File: config.mk
export PLATFORM = sky130hd
export DESIGN_NAME = mbe_seq
export DESIGN_NICKNAME = d
export VERILOG_FILES = /design/src/hdl/mbe_pkg.sv /design/src/hdl/mbe_seq.sv
export SDC_FILE = /design/constraint.sdc
export NUM_CORES = 1
export LEC_CHECK = 0
export BUFFER_PORTS_ARGS = -buffer_cell sky130_fd_sc_hd__buf_2
export CORE_AREA = 2 2 39 41
export DETAILED_ROUTE_END_ITERATION = 16
export DIE_AREA = 0 0 41 43
export PLACE_DENSITY = 0.55
export SLEW_MARGIN = 20
export SYNTH_ARGS = -nofsm -noshare
export SYNTH_HDL_FRONTEND = slang
export SYNTH_SLANG_ARGS = --single-unit
File: constraint.sdc
create_clock -name clk -period 2.15 [get_ports clk]
set_clock_uncertainty 0.05 [all_clocks]
set_input_delay 0.215 -clock clk [delete_from_list [all_inputs] [get_ports clk]]
set_output_delay 0.215 -clock clk [all_outputs]
set_load 0.03 [all_outputs]
File: src/hdl/mbe_pkg.sv
// Shared types, constants, microcode program and helpers of the Mandelbrot escape-time engine.
// Used by mbe_seq, mbe_datapath and mandelbrot_escape_time_top; depends on nothing else.
package mbe_pkg;

	// Field and register widths.
	localparam int IDX_W       = 12;
	localparam int MAX_ITER_W  = 16;
	localparam int COORD_W     = 32;
	localparam int STEP_W      = 31;
	localparam int PAL_OFF_W   = 8;
	localparam int PAL_IDX_W   = 8;
	localparam int PROD_W      = 2 * COORD_W;
	localparam int PCOORD_W    = IDX_W + STEP_W;
	localparam int CFG_IDX_W   = 3;
	localparam int CFG_DATA_W  = 32;

	// Number of palette entries; a power of two, so the modulo is a mask.
	localparam int PALETTE_SIZE = 16;

	// Default number of fraction bits of the fixed-point coordinates.
	localparam int FRAC_BITS_DEF = 28;

	// Register reset values.
	localparam logic [MAX_ITER_W-1:0] RST_MAX_ITER  = 16'd256;
	localparam logic [COORD_W-1:0]    RST_VIEW_LEFT = 32'hE000_0000;
	localparam logic [COORD_W-1:0]    RST_VIEW_TOP  = 32'h1000_0000;
	localparam logic [STEP_W-1:0]     RST_STEP      = 31'h0004_0000;
	localparam logic [PAL_OFF_W-1:0]  RST_PAL_OFF   = 8'd0;

	// Saturation bounds of a coordinate, held in product width.
	localparam logic signed [PROD_W-1:0] SAT_HI = (64'sd1 <<< (COORD_W - 1)) - 64'sd1;
	localparam logic signed [PROD_W-1:0] SAT_LO = -(64'sd1 <<< (COORD_W - 1));

	typedef enum logic [CFG_IDX_W-1:0] {
		REG_MAX_ITER  = 3'd0,
		REG_VIEW_LEFT = 3'd1,
		REG_VIEW_TOP  = 3'd2,
		REG_STEP_REAL = 3'd3,
		REG_STEP_IMAG = 3'd4,
		REG_PAL_OFF   = 3'd5
	} cfg_reg_t;

	typedef struct packed {
		logic [MAX_ITER_W-1:0] max_iterations;
		logic [COORD_W-1:0]    view_left;
		logic [COORD_W-1:0]    view_top;
		logic [STEP_W-1:0]     step_real;
		logic [STEP_W-1:0]     step_imag;
		logic [PAL_OFF_W-1:0]  palette_offset;
	} cfg_t;

	typedef struct packed {
		logic [IDX_W-1:0] pixel_row;
		logic [IDX_W-1:0] pixel_col;
	} in_item_t;

	typedef struct packed {
		logic                  inside_set;
		logic [MAX_ITER_W-1:0] iteration_count;
		logic [PAL_IDX_W-1:0]  palette_index;
	} out_item_t;

	// Datapath operations selected by a microcode word.
	typedef enum logic [2:0] {
		OP_NOP,
		OP_CMUL,
		OP_CADD,
		OP_MUL,
		OP_SUM,
		OP_UPD
	} dp_op_t;

	// Branch conditions; when the condition holds the sequencer goes to next_t.
	typedef enum logic [1:0] {
		BR_ALWAYS,
		BR_NO_REQ,
		BR_STOP,
		BR_OUT_BUSY
	} br_cond_t;

	localparam int UPC_W = 4;
	typedef logic [UPC_W-1:0] upc_t;

	typedef struct packed {
		dp_op_t   op;
		logic     take_in;
		logic     load_out;
		br_cond_t cond;
		upc_t     next_t;
		upc_t     next_f;
	} ucode_t;

	// Condition inputs seen by the sequencer.
	typedef struct packed {
		logic no_req;
		logic stop;
		logic out_busy;
	} seq_cond_t;

	// Microcode addresses.
	localparam upc_t UA_IDLE  = 4'd0;
	localparam upc_t UA_CMUL  = 4'd1;
	localparam upc_t UA_CADD  = 4'd2;
	localparam upc_t UA_MUL0  = 4'd3;
	localparam upc_t UA_SUM0  = 4'd4;
	localparam upc_t UA_UPD0  = 4'd5;
	localparam upc_t UA_MUL   = 4'd6;
	localparam upc_t UA_CHK   = 4'd7;
	localparam upc_t UA_UPD   = 4'd8;
	localparam upc_t UA_DONE  = 4'd9;

	// The control program. The first iteration runs without an escape check;
	// each later one is multiply, sum with check, update.
	function automatic ucode_t ucode_rom(input upc_t a);
		ucode_t w;
		case (a)
			UA_IDLE: w = '{op: OP_NOP, take_in: 1'b1, load_out: 1'b0, cond: BR_NO_REQ,
				next_t: UA_IDLE, next_f: UA_CMUL};
			UA_CMUL: w = '{op: OP_CMUL, take_in: 1'b0, load_out: 1'b0, cond: BR_ALWAYS,
				next_t: UA_CADD, next_f: UA_CADD};
			UA_CADD: w = '{op: OP_CADD, take_in: 1'b0, load_out: 1'b0, cond: BR_ALWAYS,
				next_t: UA_MUL0, next_f: UA_MUL0};
			UA_MUL0: w = '{op: OP_MUL, take_in: 1'b0, load_out: 1'b0, cond: BR_ALWAYS,
				next_t: UA_SUM0, next_f: UA_SUM0};
			UA_SUM0: w = '{op: OP_SUM, take_in: 1'b0, load_out: 1'b0, cond: BR_ALWAYS,
				next_t: UA_UPD0, next_f: UA_UPD0};
			UA_UPD0: w = '{op: OP_UPD, take_in: 1'b0, load_out: 1'b0, cond: BR_ALWAYS,
				next_t: UA_MUL, next_f: UA_MUL};
			UA_MUL: w = '{op: OP_MUL, take_in: 1'b0, load_out: 1'b0, cond: BR_ALWAYS,
				next_t: UA_CHK, next_f: UA_CHK};
			UA_CHK: w = '{op: OP_SUM, take_in: 1'b0, load_out: 1'b0, cond: BR_STOP,
				next_t: UA_DONE, next_f: UA_UPD};
			UA_UPD: w = '{op: OP_UPD, take_in: 1'b0, load_out: 1'b0, cond: BR_ALWAYS,
				next_t: UA_MUL, next_f: UA_MUL};
			UA_DONE: w = '{op: OP_NOP, take_in: 1'b0, load_out: 1'b1, cond: BR_OUT_BUSY,
				next_t: UA_DONE, next_f: UA_IDLE};
			default: w = '{op: OP_NOP, take_in: 1'b0, load_out: 1'b0, cond: BR_ALWAYS,
				next_t: UA_IDLE, next_f: UA_IDLE};
		endcase
		return w;
	endfunction

	// Clamp a wide signed value to the coordinate range.
	function automatic logic [COORD_W-1:0] sat_coord(input logic signed [PROD_W-1:0] v);
		logic [COORD_W-1:0] r;
		if (v > SAT_HI) begin
			r = SAT_HI[COORD_W-1:0];
		end else if (v < SAT_LO) begin
			r = SAT_LO[COORD_W-1:0];
		end else begin
			r = v[COORD_W-1:0];
		end
		return r;
	endfunction

endpackage

File: src/hdl/mbe_seq.sv
// Microcode sequencer: step counter, control ROM lookup and conditional jumps.
// Depends on mbe_pkg for the control word, conditions and the program.
module mbe_seq
	import mbe_pkg::*;
(
	input  logic      clk,
	input  logic      arst_n,
	input  seq_cond_t cond,
	output ucode_t    ctl
);

	upc_t upc_q;
	upc_t upc_next;
	logic taken;

	always_comb begin
		ctl = ucode_rom(upc_q);
	end

	always_comb begin
		case (ctl.cond)
			BR_ALWAYS:   taken = 1'b1;
			BR_NO_REQ:   taken = cond.no_req;
			BR_STOP:     taken = cond.stop;
			BR_OUT_BUSY: taken = cond.out_busy;
			default:     taken = 1'b1;
		endcase
		upc_next = taken ? ctl.next_t : ctl.next_f;
	end

	always_ff @(posedge clk or negedge arst_n) begin
		if (!arst_n) begin
			upc_q <= UA_IDLE;
		end else begin
			upc_q <= upc_next;
		end
	end

endmodule

==> impl_metrics.env, run 1 <==
export IMPL_status="finished, final reports clean"
export IMPL_setup_tns_ps=0
export IMPL_r2r_end="upc_q[0]"
export IMPL_clock_fmax_mhz=536
export IMPL_crit_type="reg -> reg"
export IMPL_drv_slew=0
export IMPL_drtPass1Iterations=2
export IMPL_synth_area_um2=395
export IMPL_cts_sinks=4
export IMPL_rsz0062_at_grt="no"
export IMPL_critical_path_max_stage_delay_ps=420
export IMPL_worstPathCellList="ha_1, and3b_2, or2_4, o22ai_1, mux2_1"
export IMPL_clockRootBuffer="clkbuf_4"
export IMPL_reg2reg_depth=5
export IMPL_ys_ff_latch=4
export IMPL_route_met3_wl_um=88
export IMPL_grt_max_degree=9
export IMPL_top_layer="met3"
export IMPL_wl_um=856
export IMPL_ios=20
export IMPL_period_needed_ps=1870
export IMPL_grt_usage_pct=12.0
export IMPL_tightest_slew_ps=277
export IMPL_worst_slew_margin_rel_pct=81.3
export IMPL_hp_start="cond[0]"
export IMPL_layout_drive_gt1_share_pct=47.5
export IMPL_largest_reg_flops=4
export IMPL_dr_total_vias=356
export IMPL_yosysWarnings=0
export IMPL_gp_congestion=0.697
export IMPL_hpwl_um=699
export IMPL_r2r_setup_slack_ps=280
export IMPL_reg2reg_from="upc_q[0]"
export IMPL_port_buffer_count=19
export IMPL_worstSkewPairLatency_ps=230
export IMPL_die_area_mm2=0.00176
export IMPL_seq_area_frac_synth_pct=25.3
export IMPL_clk_pin_slew_worst_paths_ps=30
export IMPL_initial_core_util_pct=28.6
export IMPL_grt_overflow_total=0
export IMPL_hold_path_endpoint="upc_q[3]"
export IMPL_min_path_type="in -> reg"
export IMPL_grt_pass1_wl_um=1430
export IMPL_ctsResizeCount=0
export IMPL_ys_types=23
export IMPL_fin_crit_sh_pct=86.9
export IMPL_avgRoutedWirePerCell_um=11.1
export IMPL_routedLengthMet1_um=382
export IMPL_cts_htree_levels=1
export IMPL_holdPathStages=2
export IMPL_path_delay_family="simple AND/OR/NAND/NOR gates"
export IMPL_clock_path_buffers=2
export IMPL_finalSetupViolCount=0
export IMPL_critical_path_arrival_ps=1920
export IMPL_fp_dieW_um=41
export IMPL_final_common_cell="buf_2"
export IMPL_fp_row_count=14
export IMPL_ant_nets=0
export IMPL_largestRegisters="upc_q: 4 flops"
export IMPL_hold_viol=0
export IMPL_cp_max_fo=5
export IMPL_cap_violations=0
export IMPL_core_area_mm2=0.00138
export IMPL_layout_nets=72
export IMPL_drc_errors=0
export IMPL_crit_buf_inv=0
export IMPL_antenna_cells=0
export IMPL_worst_setup_path_end_kind="flip-flop"
export IMPL_postCtsSetupBuffers=0
export IMPL_drt_iter0_drc=2
export IMPL_worstPathRequired_ps=2210
export IMPL_regMostFlops="upc_q"
export IMPL_numCtsBuffers=3
export IMPL_postSynthCellCount=43
export IMPL_first_global_vias=360
export IMPL_slowest_stage="dfrtp_1"
export IMPL_syn_avg_cell_area_um2=9.19
export IMPL_mostFrequentLayoutCells="buf_2 (19), mux2i_1 (4), ha_1 (4), dfrtp_1 (4)"
export IMPL_dr_wl_met2_um=385
export IMPL_fin_util_pct=36.9
export IMPL_syn_num_nets=52
export IMPL_fp_dieH_um=43
export IMPL_startpoint_type="flip-flop"
export IMPL_cts_tree="built"
export IMPL_vias_per_cell=4.62
export IMPL_area_growth_pct=29.1
export IMPL_antenna_found_initial=0
[final cells by class]
type	count	area, um^2
well taps	16	20.0
repair buffers	22	120
clock buffers	3	22.5
fillers	154	873
flip-flops and latches	4	100
inverters	4	15.0
multi-input cells	28	233
[logic make-up (layout without fill, tap and decap cells)]
family          after synthesis  after routing  synth area share, %
compound gates                8              8                 13.6
xor+xnor                      1              1                 2.22
fa+ha+maj                     4              4                 12.7
buf+inv                      11             29                 15.8
flops                         4              4                 25.3
mux                           5              5                 13.0
simple gates                 10             10                 17.4
[per-stage QoR]
stage	worst slack, ps	area [um^2]	instances	hold slack, ps
after floorplan	227	395	43	-131
final	283	510	77	227
after global routing	161	510	77	234
after CTS	266	510	77	221
after global placement	290	478	73	-23.9
after detailed placement	273	478	73	-26.1
[cell usage after synthesis (all sizes together)]
cell   number  share of area [%]
nor3        1                1.3
and3b       2                5.7
o31ai       1                1.9
ha          4                 13
a21oi       1                1.3
dfrtp       4                 25
mux2i       4                 10
nand3       1                1.3
o22ai       1                1.6
mux2        1                2.8
or2         1                2.2
xnor2       1                2.2
o21ai       3                3.8
nor4b       1                2.2
a41o        1                2.5
buf         7                 12
nor2        3                2.8
inv         4                3.8
o31a        1                2.5
nor3b       1                1.9
[how the worst max path moves through the flow]
stage | start | slack (ps) | to | depth (start not counted)
after floorplan | upc_q[0] | 230 | upc_q[0] | 5
after detailed placement | upc_q[0] | 270 | upc_q[0] | 5
after CTS | upc_q[0] | 270 | upc_q[0] | 5
after global placement | upc_q[0] | 290 | upc_q[0] | 5
final | upc_q[0] | 280 | upc_q[0] | 5
after global routing | upc_q[1] | 160 | upc_q[0] | 6
[layer usage]
layer  vias to the layer above  track usage [%]
met4                         0             8.00
met2                        16             18.1
met1                       155             14.1
met3                         0             3.14
li1                        185                -
met5                         -                0
[repair_timing]
item / in CTS / in global routing
hold buffers: 1 / 0
endpoints found under the hold margin: 4 / 0
endpoints found under the setup margin: 0 / 0
Power of run 1 is not shown: default switching activity piles up to over one toggle a cycle in this logic, so the estimate is an artifact.
==> run 2: changes to the inputs <==
--- a/config.mk
+++ b/config.mk
@@ -5,11 +5,12 @@
 export SDC_FILE = /design/constraint.sdc
 export NUM_CORES = 1
 export LEC_CHECK = 0
-export BUFFER_PORTS_ARGS = -buffer_cell sky130_fd_sc_hd__buf_2
 export CORE_AREA = 2 2 39 41
 export DETAILED_ROUTE_END_ITERATION = 16
 export DIE_AREA = 0 0 41 43
-export PLACE_DENSITY = 0.55
+export DONT_BUFFER_PORTS = 1
+export PLACE_DENSITY = 0.42
+export RECOVER_POWER = 100
 export SLEW_MARGIN = 20
 export SYNTH_ARGS = -nofsm -noshare
 export SYNTH_HDL_FRONTEND = slang
==> impl_metrics.env, run 2 (synthesis results as in run 1) <==
export IMPL_cp_max_fo=5
export IMPL_avgRoutedWirePerCell_um=13.8
export IMPL_hold_viol=0
export IMPL_grt_overflow_total=0
export IMPL_r2r_setup_slack_ps=180
export IMPL_cap_violations=0
export IMPL_vias_per_cell=4.85
export IMPL_slowest_stage="dfrtp_1"
export IMPL_hp_start="cond[0]"
export IMPL_fillers=158
export IMPL_drv_slew=0
export IMPL_area_growth_pct=16.5
export IMPL_fin_crit_sh_pct=91.7
export IMPL_period_needed_ps=1970
export IMPL_finalSetupViolCount=0
export IMPL_grt_max_degree=13
export IMPL_worstSkewPairLatency_ps=230
export IMPL_worst_slew_margin_rel_pct=62.6
export IMPL_cts_sinks=4
export IMPL_antenna_found_initial=0
export IMPL_largestRegisters="upc_q: 4 flops"
export IMPL_antenna_cells=0
export IMPL_worstPathCellList="ha_1, and3b_1, or2_4, buf_4"
export IMPL_critical_path_arrival_ps=1710
export IMPL_crit_type="reg -> out"
export IMPL_ios=20
export IMPL_drc_errors=0
export IMPL_cts_tree="built"
export IMPL_reg2reg_depth=5
export IMPL_reg2reg_from="upc_q[0]"
export IMPL_fin_util_pct=33.3
export IMPL_clk_pin_slew_worst_paths_ps=40
export IMPL_worst_setup_path_end_kind="primary output"
export IMPL_port_buffer_count=0
export IMPL_worstPathRequired_ps=1880
export IMPL_clock_path_buffers=2
export IMPL_gp_congestion=0.687
export IMPL_fp_dieH_um=43
export IMPL_numCtsBuffers=3
export IMPL_grt_pass1_wl_um=1440
export IMPL_setup_tns_ps=0
export IMPL_tightest_slew_ps=559
export IMPL_critical_path_max_stage_delay_ps=420
export IMPL_die_area_mm2=0.00176
export IMPL_rsz0062_at_grt="no"
export IMPL_min_path_type="in -> reg"
export IMPL_layout_drive_gt1_share_pct=28.0
export IMPL_startpoint_type="flip-flop"
export IMPL_drtPass1Iterations=4
export IMPL_ant_nets=0
export IMPL_clockRootBuffer="clkbuf_4"
export IMPL_largest_reg_flops=4
export IMPL_regMostFlops="upc_q"
export IMPL_drt_iter0_drc=2
export IMPL_holdPathStages=1
export IMPL_fp_row_count=14
export IMPL_mostFrequentLayoutCells="buf_4 (7), mux2i_1 (4), ha_1 (4), dfrtp_1 (4)"
export IMPL_initial_core_util_pct=28.6
export IMPL_r2r_end="upc_q[0]"
export IMPL_wl_um=908
export IMPL_status="finished, final reports clean"
export IMPL_final_common_cell="buf_4"
export IMPL_first_global_vias=352
export IMPL_core_area_mm2=0.00138
export IMPL_fp_dieW_um=41
export IMPL_dr_total_vias=320
export IMPL_clock_fmax_mhz=507
export IMPL_cts_htree_levels=1
export IMPL_crit_buf_inv=1
export IMPL_grt_usage_pct=12.6
export IMPL_path_delay_family="simple AND/OR/NAND/NOR gates"
export IMPL_hold_path_endpoint="upc_q[3]"
export IMPL_layout_nets=61
export IMPL_hpwl_um=706
## run 2: area by class of cell
type / instances / area (um^2) / share of cell area (%)
clock buffer: 3 / 22.5 / 4.89
inverter: 4 / 15.0 / 3.26
multi-input combinational: 28 / 229 / 49.7
sequential: 4 / 100 / 21.7
tap: 16 / 20.0 / 4.35
timing repair buffer: 11 / 73.8 / 16.0
## run 2: routing by layer
layer | routed length (um) | part of all wire (%) | global-route usage [%] | up-vias
met5 | 0 | 0 | 0 | -
met2 | 447 | 49 | 18.1 | 12
met3 | 81 | 8.9 | 3.14 | 0
met1 | 378 | 42 | 14.9 | 148
li1 | - | - | - | 160
met4 | 0 | 0 | 10.0 | 0
## run 2: worst max-delay path by stage
stage / startpoint / slack [ps] / to / cells past startpoint
after floorplan: upc_q[0] / 230 / upc_q[0] / 5
after global placement: upc_q[0] / 290 / upc_q[0] / 5
after detailed placement: upc_q[1] / 280 / upc_q[0] / 6
after CTS: upc_q[1] / 270 / ctl[9] / 5
after global routing: upc_q[0] / 80 / upc_q[0] / 5
final: upc_q[0] / 180 / ctl[7] / 4
## run 2: worst reg2reg max path, cell delays in order (launching register included)
cell and delay [ps]:
dfrtp_1 420, ha_1 240, and3b_1 320, or2_4 290, o22ai_1 180, mux2_1 350
## run 2: per-stage QoR
| stage | setup WS, ps | hold slack (ps) | instance area (um^2) | instances |
|---|---|---|---|---|
| after global routing | 82.5 | 129 | 460 | 66 |
| final | 179 | 131 | 460 | 66 |
| after global placement | 288 | -130 | 443 | 62 |
| after CTS | 271 | 123 | 475 | 66 |
| after floorplan | 227 | -131 | 395 | 43 |
| after detailed placement | 282 | -130 | 443 | 62 |
## run 2: what timing repair did
action	CTS	global route
hold endpoints to repair	4	0
buffers inserted	0	0
resized for setup	0	0
hold buffers	1	0
Power of run 2 is left out for the same reason.
